`config.mk`:
```
export PLATFORM = sky130hd
export DESIGN_NAME = half_duplex_uart_8n1
export DESIGN_NICKNAME = d
export VERILOG_FILES = /design/src/hdl/hdu8n1_pkg.sv /design/src/hdl/half_duplex_uart_8n1.sv
export SDC_FILE = /design/constraint.sdc
export NUM_CORES = 1
export LEC_CHECK = 0
export BUFFER_PORTS_ARGS = -buffer_cell sky130_fd_sc_hd__buf_2
export CAP_MARGIN = 20
export CORE_AREA = 8 8 103 105
export DETAILED_ROUTE_END_ITERATION = 8
export DIE_AREA = 0 0 111 113
export HOLD_SLACK_MARGIN = 0.15
export PLACE_DENSITY = 0.79
export SYNTH_ARGS = -nofsm -noshare
export SYNTH_HDL_FRONTEND = slang
export SYNTH_SLANG_ARGS = --single-unit
```
`constraint.sdc`:
```
create_clock -name i_clk -period 3.8 [get_ports i_clk]
set_input_delay 0.38 -clock i_clk [delete_from_list [all_inputs] [get_ports i_clk]]
set_output_delay 0.38 -clock i_clk [all_outputs]
set_load 0.05 [all_outputs]
```
`src/hdl/hdu8n1_pkg.sv`:
```
// ----------------------------------------------------------------------------
// hdu8n1_pkg: shared types and constants for the half-duplex 8N1 UART
// Holds the line mode codes, the frame constants and the result layout.
// ----------------------------------------------------------------------------
package hdu8n1_pkg;

    // Line mode, also shown on the busy state output.
    typedef enum logic [1:0] {
        MODE_IDLE = 2'd0,
        MODE_RX   = 2'd1,
        MODE_TX   = 2'd2
    } t_mode;

    // Configuration register indexes.
    typedef enum logic [7:0] {
        REG_BIT_TICKS      = 8'd0,
        REG_HALF_BIT_TICKS = 8'd1
    } t_reg_index;

    // Samples in one received frame: start, eight data, stop.
    localparam logic [3:0] FrameBits = 4'd10;
    // Bits left to shift out after the start bit is driven.
    localparam logic [3:0] TxBitsAfterStart = 4'd9;

    // Reset values of the timing registers.
    localparam logic [15:0] BitTicksReset     = 16'd104;
    localparam logic [15:0] HalfBitTicksReset = 16'd52;

    // One result item, as it waits in the output register.
    typedef struct packed {
        logic       tx_line;
        logic       send_accepted;
        logic       byte_valid;
        logic [7:0] received_byte;
        t_mode      busy_state;
    } t_result;

endpackage

```
`src/hdl/half_duplex_uart_8n1.sv`:
```
// ----------------------------------------------------------------------------
// half_duplex_uart_8n1: tick-timed half-duplex 8N1 UART
// Receives and transmits 8N1 frames, one at a time, from per-tick inputs.
// ----------------------------------------------------------------------------
// Each accepted input transfer is one tick of the bit timer and produces one
// result transfer. The block takes one tick per clock cycle: the full state
// update is a single pass of logic from the state registers into a result
// register, so the input is stalled only while two results (the output
// register and its skid stage) wait to be taken. The user is to write timing
// registers through the configuration port while the block is idle; it does
// not enforce it. Zero acts as one; values over the counter range saturate.
// ----------------------------------------------------------------------------
module half_duplex_uart_8n1 #(
    parameter int TICK_WIDTH = 16
) (
    input  logic        i_clk,
    input  logic        i_rst_n,
    // Tick input channel
    input  logic        i_in_valid,
    output logic        o_in_stall,
    input  logic        i_rx_line,
    input  logic        i_send_request,
    input  logic [7:0]  i_send_byte,
    // Result channel
    output logic        o_out_valid,
    input  logic        i_out_stall,
    output logic        o_tx_line,
    output logic        o_send_accepted,
    output logic        o_byte_valid,
    output logic [7:0]  o_received_byte,
    output logic [1:0]  o_busy_state,
    // Configuration write channel
    input  logic        i_cfg_valid,
    output logic        o_cfg_ready,
    input  logic [7:0]  i_cfg_index,
    input  logic [15:0] i_cfg_data
);

    localparam logic [32:0] TickMax = (33'd1 << TICK_WIDTH) - 33'd1;

    // Clamp a timing register value into the counter range.
    function automatic logic [TICK_WIDTH-1:0] sat_ticks(input logic [15:0] value);
        logic [32:0] wide;
        wide = {17'd0, value};
        if (wide == 33'd0) begin
            wide = 33'd1;
        end
        if (wide > TickMax) begin
            wide = TickMax;
        end
        return wide[TICK_WIDTH-1:0];
    endfunction

    // Timing registers, held already clamped.
    logic [TICK_WIDTH-1:0] r_bit_ticks;
    logic [TICK_WIDTH-1:0] r_half_ticks;

    // Line state.
    hdu8n1_pkg::t_mode     r_mode, n_mode;
    logic [TICK_WIDTH-1:0] r_tick, n_tick;
    logic [3:0]            r_bits, n_bits;
    logic [9:0]            r_shift, n_shift;
    logic                  r_prev_rx, n_prev_rx;
    logic                  r_tx, n_tx;
    logic [7:0]            r_last, n_last;

    // Output register and skid stage.
    hdu8n1_pkg::t_result r_out, r_skid, n_result;
    logic                r_out_valid, r_skid_valid;

    logic                  in_xfer;
    logic                  out_xfer;
    logic [TICK_WIDTH-1:0] tick_dec;
    logic [9:0]            rx_shift;
    logic [3:0]            bits_dec;
    logic                  accepted;
    logic                  valid_byte;

    assign o_cfg_ready = 1'b1;
    assign o_in_stall  = r_skid_valid;
    assign in_xfer     = i_in_valid && !r_skid_valid;
    assign out_xfer    = r_out_valid && !i_out_stall;

    // Configuration writes; unknown indexes are ignored.
    always_ff @(posedge i_clk) begin
        if (!i_rst_n) begin
            r_bit_ticks  <= sat_ticks(hdu8n1_pkg::BitTicksReset);
            r_half_ticks <= sat_ticks(hdu8n1_pkg::HalfBitTicksReset);
        end else if (i_cfg_valid) begin
            if (i_cfg_index == hdu8n1_pkg::REG_BIT_TICKS) begin
                r_bit_ticks <= sat_ticks(i_cfg_data);
            end else if (i_cfg_index == hdu8n1_pkg::REG_HALF_BIT_TICKS) begin
                r_half_ticks <= sat_ticks(i_cfg_data);
            end
        end
    end

    // Next line state for one tick.
    always_comb begin
        n_mode     = r_mode;
        n_tick     = r_tick;
        n_bits     = r_bits;
        n_shift    = r_shift;
        n_tx       = r_tx;
        n_last     = r_last;
        n_prev_rx  = i_rx_line;
        accepted   = 1'b0;
        valid_byte = 1'b0;
        tick_dec   = r_tick - {{(TICK_WIDTH-1){1'b0}}, 1'b1};
        bits_dec   = r_bits - 4'd1;
        rx_shift   = {i_rx_line, r_shift[9:1]};
        case (r_mode)
            hdu8n1_pkg::MODE_RX: begin
                n_tick = tick_dec;
                if (tick_dec == '0) begin
                    n_shift = rx_shift;
                    n_bits  = bits_dec;
                    n_tick  = r_bit_ticks;
                    if (bits_dec == 4'd0) begin
                        n_mode = hdu8n1_pkg::MODE_IDLE;
                        // Good frame: start bit low, stop bit high.
                        if (rx_shift[9] && !rx_shift[0]) begin
                            n_last     = rx_shift[8:1];
                            valid_byte = 1'b1;
                        end
                    end
                end
            end
            hdu8n1_pkg::MODE_TX: begin
                n_tick = tick_dec;
                if (tick_dec == '0) begin
                    if (r_bits == 4'd0) begin
                        n_mode = hdu8n1_pkg::MODE_IDLE;
                        n_tx   = 1'b1;
                    end else begin
                        n_tx    = r_shift[0];
                        n_shift = {1'b0, r_shift[9:1]};
                        n_bits  = bits_dec;
                        n_tick  = r_bit_ticks;
                    end
                end
            end
            default: begin
                n_mode = hdu8n1_pkg::MODE_IDLE;
                // A falling edge wins over a pending send request.
                if (r_prev_rx && !i_rx_line) begin
                    n_mode  = hdu8n1_pkg::MODE_RX;
                    n_tick  = r_half_ticks;
                    n_bits  = hdu8n1_pkg::FrameBits;
                    n_shift = '0;
                end else if (i_send_request) begin
                    n_mode   = hdu8n1_pkg::MODE_TX;
                    accepted = 1'b1;
                    n_tx     = 1'b0;
                    n_shift  = {2'b01, i_send_byte};
                    n_bits   = hdu8n1_pkg::TxBitsAfterStart;
                    n_tick   = r_bit_ticks;
                end
            end
        endcase

        n_result.tx_line       = n_tx;
        n_result.send_accepted = accepted;
        n_result.byte_valid    = valid_byte;
        n_result.received_byte = n_last;
        n_result.busy_state    = n_mode;
    end

    // Line state registers advance once per accepted tick.
    always_ff @(posedge i_clk) begin
        if (!i_rst_n) begin
            r_mode    <= hdu8n1_pkg::MODE_IDLE;
            r_tick    <= '0;
            r_bits    <= 4'd0;
            r_shift   <= 10'd0;
            r_prev_rx <= 1'b1;
            r_tx      <= 1'b1;
            r_last    <= 8'd0;
        end else if (in_xfer) begin
            r_mode    <= n_mode;
            r_tick    <= n_tick;
            r_bits    <= n_bits;
            r_shift   <= n_shift;
            r_prev_rx <= n_prev_rx;
            r_tx      <= n_tx;
            r_last    <= n_last;
        end
    end

    // Output register with a skid stage behind it.
    always_ff @(posedge i_clk) begin
        if (!i_rst_n) begin
            r_out_valid  <= 1'b0;
            r_skid_valid <= 1'b0;
        end else if (in_xfer) begin
            if (!r_out_valid || out_xfer) begin
                r_out       <= n_result;
                r_out_valid <= 1'b1;
            end else begin
                r_skid       <= n_result;
                r_skid_valid <= 1'b1;
            end
        end else if (out_xfer) begin
            if (r_skid_valid) begin
                r_out        <= r_skid;
                r_skid_valid <= 1'b0;
            end else begin
                r_out_valid <= 1'b0;
            end
        end
    end

    assign o_out_valid     = r_out_valid;
    assign o_tx_line       = r_out.tx_line;
    assign o_send_accepted = r_out.send_accepted;
    assign o_byte_valid    = r_out.byte_valid;
    assign o_received_byte = r_out.received_byte;
    assign o_busy_state    = r_out.busy_state;

endmodule

```
**Word level (Yosys, flattened, before mapping)**

Index checks and enable logic that the tools add are counted.

- Bits in registers: 102
- Output and inout bits: 16
- Logic and storage cells: 125

- Add/sub/neg operators: 2
- Magnitude comparators: 2
- Equal/unequal tests: 9
- Muxes and demuxes: 62
- Bitwise gates (word level): 2
- Reduce and logical (&&, ||, !) cells: 27

Operators with widths:

| kind | number |
|---|---|
| $mux W33 | 7 |
| $mux W16 | 8 |
| $gt A33 B16 Y1 const B | 2 |
| $mux W13 | 4 |
| $mux W10 | 5 |
| $logic_not A16 Y1 | 2 |
| $mux W8 | 4 |
| $pmux W16 S2 | 1 |
| $mux W4 | 5 |
| $pmux W10 S2 | 1 |
| $mux W1 | 18 |
| $sub A16 B1 Y16 const B | 1 |
| $mux W2 | 6 |
| $reduce_and A3 Y1 | 3 |
| $eq A8 B1 Y1 const B | 1 |
| $logic_not A4 Y1 | 2 |
| $logic_not A8 Y1 | 1 |
| $ne A2 B2 Y1 const B | 4 |
| $pmux W4 S2 | 1 |
| $reduce_and A2 Y1 | 3 |
| $logic_not A1 Y1 | 5 |
| $reduce_and A5 Y1 | 1 |
| $logic_and A1 B1 Y1 | 4 |
| $ne A2 B1 Y1 const B | 2 |
| 11 further kinds | 13 |

**Depth between registers and ports, before layout**

- Depth in word-level cells: 8
- Mapped depth: 12
- Gate-level depth less buffers: 10

**Worst setup path before layout**

Ideal clock, no wire load.

- Path type: register to register
- Start point: reg r_tick[0]
- End point: reg r_out (netlist bit o_received_byte[7]), data pin
- Data arrival time: 2.826 ns
- Path slack: 0.712 ns
- Stages on the path, launching flop included: 11
- Path buffers: 1
- Period minus slack after synthesis: 3.088 ns
- Cell sequence: dfxtp_1 > inv_1 > ha_1 > clkbuf_1 > nand4_1 > xnor2_1 > nor4_4 > nand3_4 > nor3_4 > mux2_4 > mux2_1

- Word-level cells in the longest chain between the ends: 6

Ends and longest elaborated chain:

| what | line | text |
|---|---|---|
| start: declaration | half_duplex_uart_8n1.sv:60 | `logic [TICK_WIDTH-1:0] r_tick, n_tick;` |
| start signal: assignment | half_duplex_uart_8n1.sv:181 | `r_tick <= n_tick;` |
| $sub A16 B1 Y16 | half_duplex_uart_8n1.sv:109 | `tick_dec = r_tick - {{(TICK_WIDTH-1){1'b0}}, 1'b1};` |
| $logic_not A16 Y1 | half_duplex_uart_8n1.sv:115 | `if (tick_dec == '0) begin` |
| $mux W8 | half_duplex_uart_8n1.sv:115 |  |
| $mux W8 | half_duplex_uart_8n1.sv:112 | `case (r_mode)` |
| named net n_last[7] | half_duplex_uart_8n1.sv:65 | `logic [7:0] r_last, n_last;` |
| $mux W13 | half_duplex_uart_8n1.sv:196 | `if (!r_out_valid \|\| out_xfer) begin` |
| $mux W13 | half_duplex_uart_8n1.sv:195 | `end else if (in_xfer) begin` |
| end signal: assignment | half_duplex_uart_8n1.sv:197 | `r_out <= n_result;` |
| end signal: assignment | half_duplex_uart_8n1.sv:205 | `r_out <= r_skid;` |
| end: declaration | half_duplex_uart_8n1.sv:68 | `hdu8n1_pkg::t_result r_out, r_skid, n_result;` |

The timed path passes the listed nets, and every way through them passes these cells. The select of a mux whose other input is x is not followed.
A chain may end at the register's enable or synchronous reset.

**Worst setup path after layout**

- Start point: reg r_tick[2]
- End point: reg r_out (netlist bit o_received_byte[7]), data pin

Same word-level chain as after synthesis.

==> report_table.html <==
<table>
<tr><th>Metric</th><th>Value</th></tr>
<tr><th colspan="2">Run status</th></tr>
<tr><td>Result of the run</td><td>finished clean</td></tr>
<tr><th colspan="2">Die</th></tr>
<tr><td>Die H</td><td>between 100 and 150 microns</td></tr>
<tr><td>Std-Cell Core Area</td><td>around 9000 sq um</td></tr>
<tr><td>Count of boundary I/O pins</td><td>55</td></tr>
<tr><td>Horizontal die dimension</td><td>111 microns</td></tr>
<tr><td>Total Die Area</td><td>between 10,000 and 15,000 sq um</td></tr>
<tr><td># rows</td><td>35</td></tr>
<tr><td>Starting Density</td><td>0.576</td></tr>
<tr><th colspan="2">Clocking</th></tr>
<tr><td>Number of setup buffers added after CTS</td><td>0</td></tr>
<tr><td>Clk buf depth</td><td>2</td></tr>
<tr><td>Number of buffers created by CTS</td><td>9</td></tr>
<tr><td>Clock tree from TritonCTS</td><td>yes</td></tr>
<tr><td>Resize count post-CTS</td><td>0</td></tr>
<tr><td>H-tree lvl count</td><td>3</td></tr>
<tr><td>TritonCTS Sinks</td><td>between 100 and 150</td></tr>
<tr><td>Quantity of hold-fixing buffers added after cts</td><td>0</td></tr>
<tr><td>Master cell of the clock root buffer</td><td>sky130_fd_sc_hd__clkbuf_8</td></tr>
<tr><td>Clock-pin slew on the worst setup and hold paths</td><td>approximately 110 ps</td></tr>
<tr><td>Clock latency at the later pin of the worst-skew pair</td><td>roughly 370 ps</td></tr>
<tr><th colspan="2">Route</th></tr>
<tr><td>Number of routed nets with antenna violations</td><td>0</td></tr>
<tr><td>Final Routed Wirelength</td><td>about 13 mm</td></tr>
<tr><td>Post-detailed-route wirelength per cell</td><td>about 19 microns</td></tr>
<tr><td>Final routed DRC violation total</td><td>0</td></tr>
<tr><td>Routed vias</td><td>4,412</td></tr>
<tr><td>Count of routing violations after the opening detailed-route iteration</td><td>just under 500</td></tr>
<tr><td>Routed via count divided by cell count</td><td>about 6.3</td></tr>
<tr><td>First-pass iteration count of the detailed router</td><td>5</td></tr>
<tr><th colspan="2">Worst hold path</th></tr>
<tr><td>Capture endpoint of the worst hold path</td><td>r_half_ticks[4]$_SDFFE_PN1P_</td></tr>
<tr><td>Number of stages on the worst hold path</td><td>3</td></tr>
<tr><td>Worst min-delay path class</td><td>input port to flip-flop</td></tr>
<tr><td>Worst min-delay path startpoint</td><td>i_cfg_data[4]</td></tr>
<tr><th colspan="2">Global route</th></tr>
<tr><td>Initial antenna violation count</td><td>0</td></tr>
<tr><td>Leftover overflow at the end of global routing</td><td>0</td></tr>
<tr><td>Largest net degree at the start of global routing</td><td>35</td></tr>
<tr><td>Aggregate global-route resource usage</td><td>0.206</td></tr>
<tr><td>Vias in the first global route</td><td>4,105</td></tr>
<tr><td>First-pass GRT wire length</td><td>approximately 21 mm</td></tr>
<tr><th colspan="2">Yosys</th></tr>
<tr><td>Nets in the synthesized netlist</td><td>around 590</td></tr>
<tr><td>Number of different library cells in the post-synthesis netlist</td><td>68</td></tr>
<tr><td>Largest cells by area after synthesis</td><td>sky130_fd_sc_hd__dfxtp_1, sky130_fd_sc_hd__edfxtp_1, sky130_fd_sc_hd__mux2i_1, sky130_fd_sc_hd__nor2_1, sky130_fd_sc_hd__o21ai_0</td></tr>
<tr><td>Top cells by instance count after synthesis</td><td>sky130_fd_sc_hd__dfxtp_1, sky130_fd_sc_hd__nor2_1, sky130_fd_sc_hd__mux2i_1, sky130_fd_sc_hd__nand2_1, sky130_fd_sc_hd__o21ai_0</td></tr>
<tr><td>Synth warnings</td><td>0</td></tr>
<tr><td>Synthesized area divided by synthesized cell count</td><td>about 9.4 sq um</td></tr>
<tr><td>Post-Synthesis Cells</td><td>between 500 and 600</td></tr>
<tr><td>Async SR Flop Fraction</td><td>0</td></tr>
<tr><td>Number of enable flip-flop cells after synthesis</td><td>26</td></tr>
<tr><td>Seq cells post-synth</td><td>roughly 100</td></tr>
<tr><td>Flip-flop cell with the highest count after synthesis</td><td>sky130_fd_sc_hd__dfxtp_1</td></tr>
<tr><td>Biggest area consumer among synthesized cells</td><td>sky130_fd_sc_hd__dfxtp_1</td></tr>
<tr><td>Share of synthesized area occupied by flip-flops and latches</td><td>0.445</td></tr>
<tr><td>Synth Cell Area</td><td>between 5000 and 6000 sq um</td></tr>
<tr><td>Area share of the leading cell type in the synthesized netlist</td><td>0.294</td></tr>
<tr><th colspan="2">Critical path</th></tr>
<tr><td>Worst reg2reg setup slack</td><td>270 ps</td></tr>
<tr><td>Data required time at the worst endpoint</td><td>around 3900 ps</td></tr>
<tr><td>Startpoint Class</td><td>flip-flop</td></tr>
<tr><td>Maximum fanout encountered on the critical timing path</td><td>11</td></tr>
<tr><td>Reg2reg path depth</td><td>8</td></tr>
<tr><td>Setup Crit Path Kind</td><td>flip-flop to flip-flop</td></tr>
<tr><td>Element type at the critical path end</td><td>flip-flop</td></tr>
<tr><td>Endpoint arrival time on the critical path</td><td>~3700 ps</td></tr>
<tr><td>Source of the worst register-to-register timing path</td><td>r_tick[2]$_SDFFE_PN0P_</td></tr>
<tr><td>Reg-to-reg critical path endpoint</td><td>o_received_byte[7]$_DFFE_PP_</td></tr>
<tr><th colspan="2">Pwr</th></tr>
<tr><td>Peak supply drop</td><td>0.208 mV</td></tr>
<tr><td>Total leakage power</td><td>2.24 nW</td></tr>
<tr><td>Power density over the cells</td><td>430 nW/um^2</td></tr>
<tr><th colspan="2">Timing</th></tr>
<tr><td>Maximum frequency from static timing analysis</td><td>between 0.2 and 0.3 GHz</td></tr>
<tr><td>RSZ-0062 raised after global routing</td><td>no</td></tr>
<tr><td>Final Critical Period</td><td>between 3000 and 4000 ps</td></tr>
<tr><td>Worst-case clock skew</td><td>14.7 ps</td></tr>
<tr><td>Relative max-transition margin</td><td>0.277</td></tr>
<tr><td>Transition at the pin with the smallest max-transition slack</td><td>roughly 1100 ps</td></tr>
<tr><td>Setup TNS Final</td><td>0 ps</td></tr>
<tr><td>Period utilisation layout</td><td>0.929</td></tr>
<tr><td>Fin. max-slew vios</td><td>0</td></tr>
<tr><td>Setup-failing EPs final</td><td>0</td></tr>
<tr><td>Final Hold Fails</td><td>0</td></tr>
<tr><th colspan="2">Placement</th></tr>
<tr><td>Port Buffers</td><td>between 50 and 60</td></tr>
<tr><td>RD Place Congestion</td><td>~0.94</td></tr>
<tr><td>Cell Area, Placed</td><td>5500 sq um</td></tr>
<tr><td>Total half-perimeter wirelength after legalization and detailed placement</td><td>just under 10 mm</td></tr>
<tr><th colspan="2">Layout</th></tr>
<tr><td>Synthesis-to-layout area growth</td><td>10.6%</td></tr>
<tr><td>Fraction of layout cells with a size suffix above 1</td><td>0.181</td></tr>
<tr><td>FF+latch area</td><td>between 2000 and 2500 sq um</td></tr>
<tr><td>Fillers</td><td>between 700 and 800</td></tr>
<tr><td>Total non-filler cell area in the finished layout</td><td>roughly 5700 sq um</td></tr>
<tr><td>Antenna diode count</td><td>0</td></tr>
<tr><td>Final net count</td><td>around 630</td></tr>
<tr><td>Area occupied by multi-input gates</td><td>2640 sq um</td></tr>
<tr><th colspan="2">Run</th></tr>
<tr><td>Count of maximum capacitance violations</td><td>0</td></tr>
</table>
[layout make-up]
class	instances	share of cell area
Clock buffer	9	0.0217
Clock inverter	7	0.0160
Tap cell	111	0.0243
Sequential cell	102	0.403
Inverter	15	0.00984
Timing Repair Buffer	67	0.0648
Multi-Input combinational cell	392	0.461
[through the flow]
step	setup slack [ps]	power, W	util	cells	hold slack [ps]
after floorplan	712	0.00163	-	548	439
after global placement	416	0.00176	0.612	686	453
after detailed placement	319	0.00177	0.612	686	487
after CTS	299	0.00246	0.636	702	247
after global routing	47.6	0.00258	0.637	703	267
final	269	0.00246	0.637	703	258
[per-layer routing]
metal | up-vias | wire [microns] | GRT usage
li1 | 2089 | - | -
met1 | 2091 | 5950 | 0.290
met2 | 207 | 5800 | 0.299
met3 | 25 | 1150 | 0.0497
met4 | 0 | 234 | 0.0694
met5 | - | 0 | 0
[cell usage in the layout (no fill, tap or decap), types with 3 or more instances in the layout]
master                     instances
sky130_fd_sc_hd__nor2_1           76
sky130_fd_sc_hd__dfxtp_1          76
sky130_fd_sc_hd__buf_2            53
sky130_fd_sc_hd__mux2i_1          39
sky130_fd_sc_hd__nand2_1          37
sky130_fd_sc_hd__o21ai_0          32
sky130_fd_sc_hd__a21oi_1          30
sky130_fd_sc_hd__edfxtp_1         26
sky130_fd_sc_hd__buf_4            14
sky130_fd_sc_hd__inv_1            13
sky130_fd_sc_hd__nor3_1           13
sky130_fd_sc_hd__a211oi_1         11
sky130_fd_sc_hd__nand3_1          10
sky130_fd_sc_hd__clkbuf_8          9
sky130_fd_sc_hd__a221oi_1          8
sky130_fd_sc_hd__xor2_1            8
sky130_fd_sc_hd__a22oi_1           8
sky130_fd_sc_hd__mux2_4            8
sky130_fd_sc_hd__mux2_1            8
sky130_fd_sc_hd__nor4_1            7
sky130_fd_sc_hd__xnor2_1           6
sky130_fd_sc_hd__ha_1              6
sky130_fd_sc_hd__a222oi_1          5
sky130_fd_sc_hd__a31oi_1           5
sky130_fd_sc_hd__nor2b_1           5
sky130_fd_sc_hd__a211o_1           4
sky130_fd_sc_hd__a21o_1            4
sky130_fd_sc_hd__nand3b_1          4
sky130_fd_sc_hd__o211ai_1          4
sky130_fd_sc_hd__o31ai_1           4
sky130_fd_sc_hd__nand2b_1          4
sky130_fd_sc_hd__a221o_1           3
sky130_fd_sc_hd__o211a_1           3
sky130_fd_sc_hd__nand4_1           3
sky130_fd_sc_hd__clkinv_8          3
[worst max-delay path by stage]
stage                            from                           end  slack (ps)  cells past startpoint
2_1_floorplan  r_tick[0]$_SDFFE_PN0P_  o_received_byte[7]$_DFFE_PP_         710                     10
3_3_place_gp   r_tick[2]$_SDFFE_PN0P_  o_received_byte[7]$_DFFE_PP_         420                      8
3_5_place_dp   r_tick[2]$_SDFFE_PN0P_  o_received_byte[7]$_DFFE_PP_         320                      8
4_1_cts        r_tick[2]$_SDFFE_PN0P_  o_received_byte[7]$_DFFE_PP_         300                      8
5_1_grt        r_tick[2]$_SDFFE_PN0P_  o_received_byte[7]$_DFFE_PP_          50                      8
6_report       r_tick[2]$_SDFFE_PN0P_  o_received_byte[7]$_DFFE_PP_         270                      8
[critical path, stage by stage, from the launching register on]
cell	delay, ps
sky130_fd_sc_hd__dfxtp_1	400
sky130_fd_sc_hd__nor3_2	590
sky130_fd_sc_hd__nand4_1	200
sky130_fd_sc_hd__xnor2_1	260
sky130_fd_sc_hd__nor4_4	430
sky130_fd_sc_hd__nand3_4	210
sky130_fd_sc_hd__nor3_4	540
sky130_fd_sc_hd__mux2_4	360
sky130_fd_sc_hd__mux2_1	300
[flip-flops by register name (all words and copies together), names as in the netlist]
| register | flops |
|---|---|
| r_skid | 13 |
| o_send_accepted | 1 |
| o_out_valid | 1 |
| r_shift | 10 |
| r_mode | 2 |
| o_received_byte | 8 |
| r_bit_ticks | 16 |
| o_tx_line | 1 |
| r_tx | 1 |
| r_half_ticks | 16 |
| o_in_stall | 1 |
| o_busy_state | 2 |
| r_bits | 4 |
| r_prev_rx | 1 |
| r_tick | 16 |
| r_last | 8 |
| o_byte_valid | 1 |
[cell families after synthesis]
group,synth area share
XOR/XNOR,0.0237
AO/OA/AOI/OAI,0.180
flip-flops,0.445
multiplexers,0.116
buffers and inverters,0.0462
AND/OR/NAND/NOR,0.173
adder cells (fa/ha/maj),0.0145
other,0.000725
[report_power, final]
part / internal (W) / switching [W]
Sequential: 0.00116 / 0.0000570
Clock: 0.000268 / 0.000434
Combinational: 0.000189 / 0.000352
(Power assumes the default switching activity.)
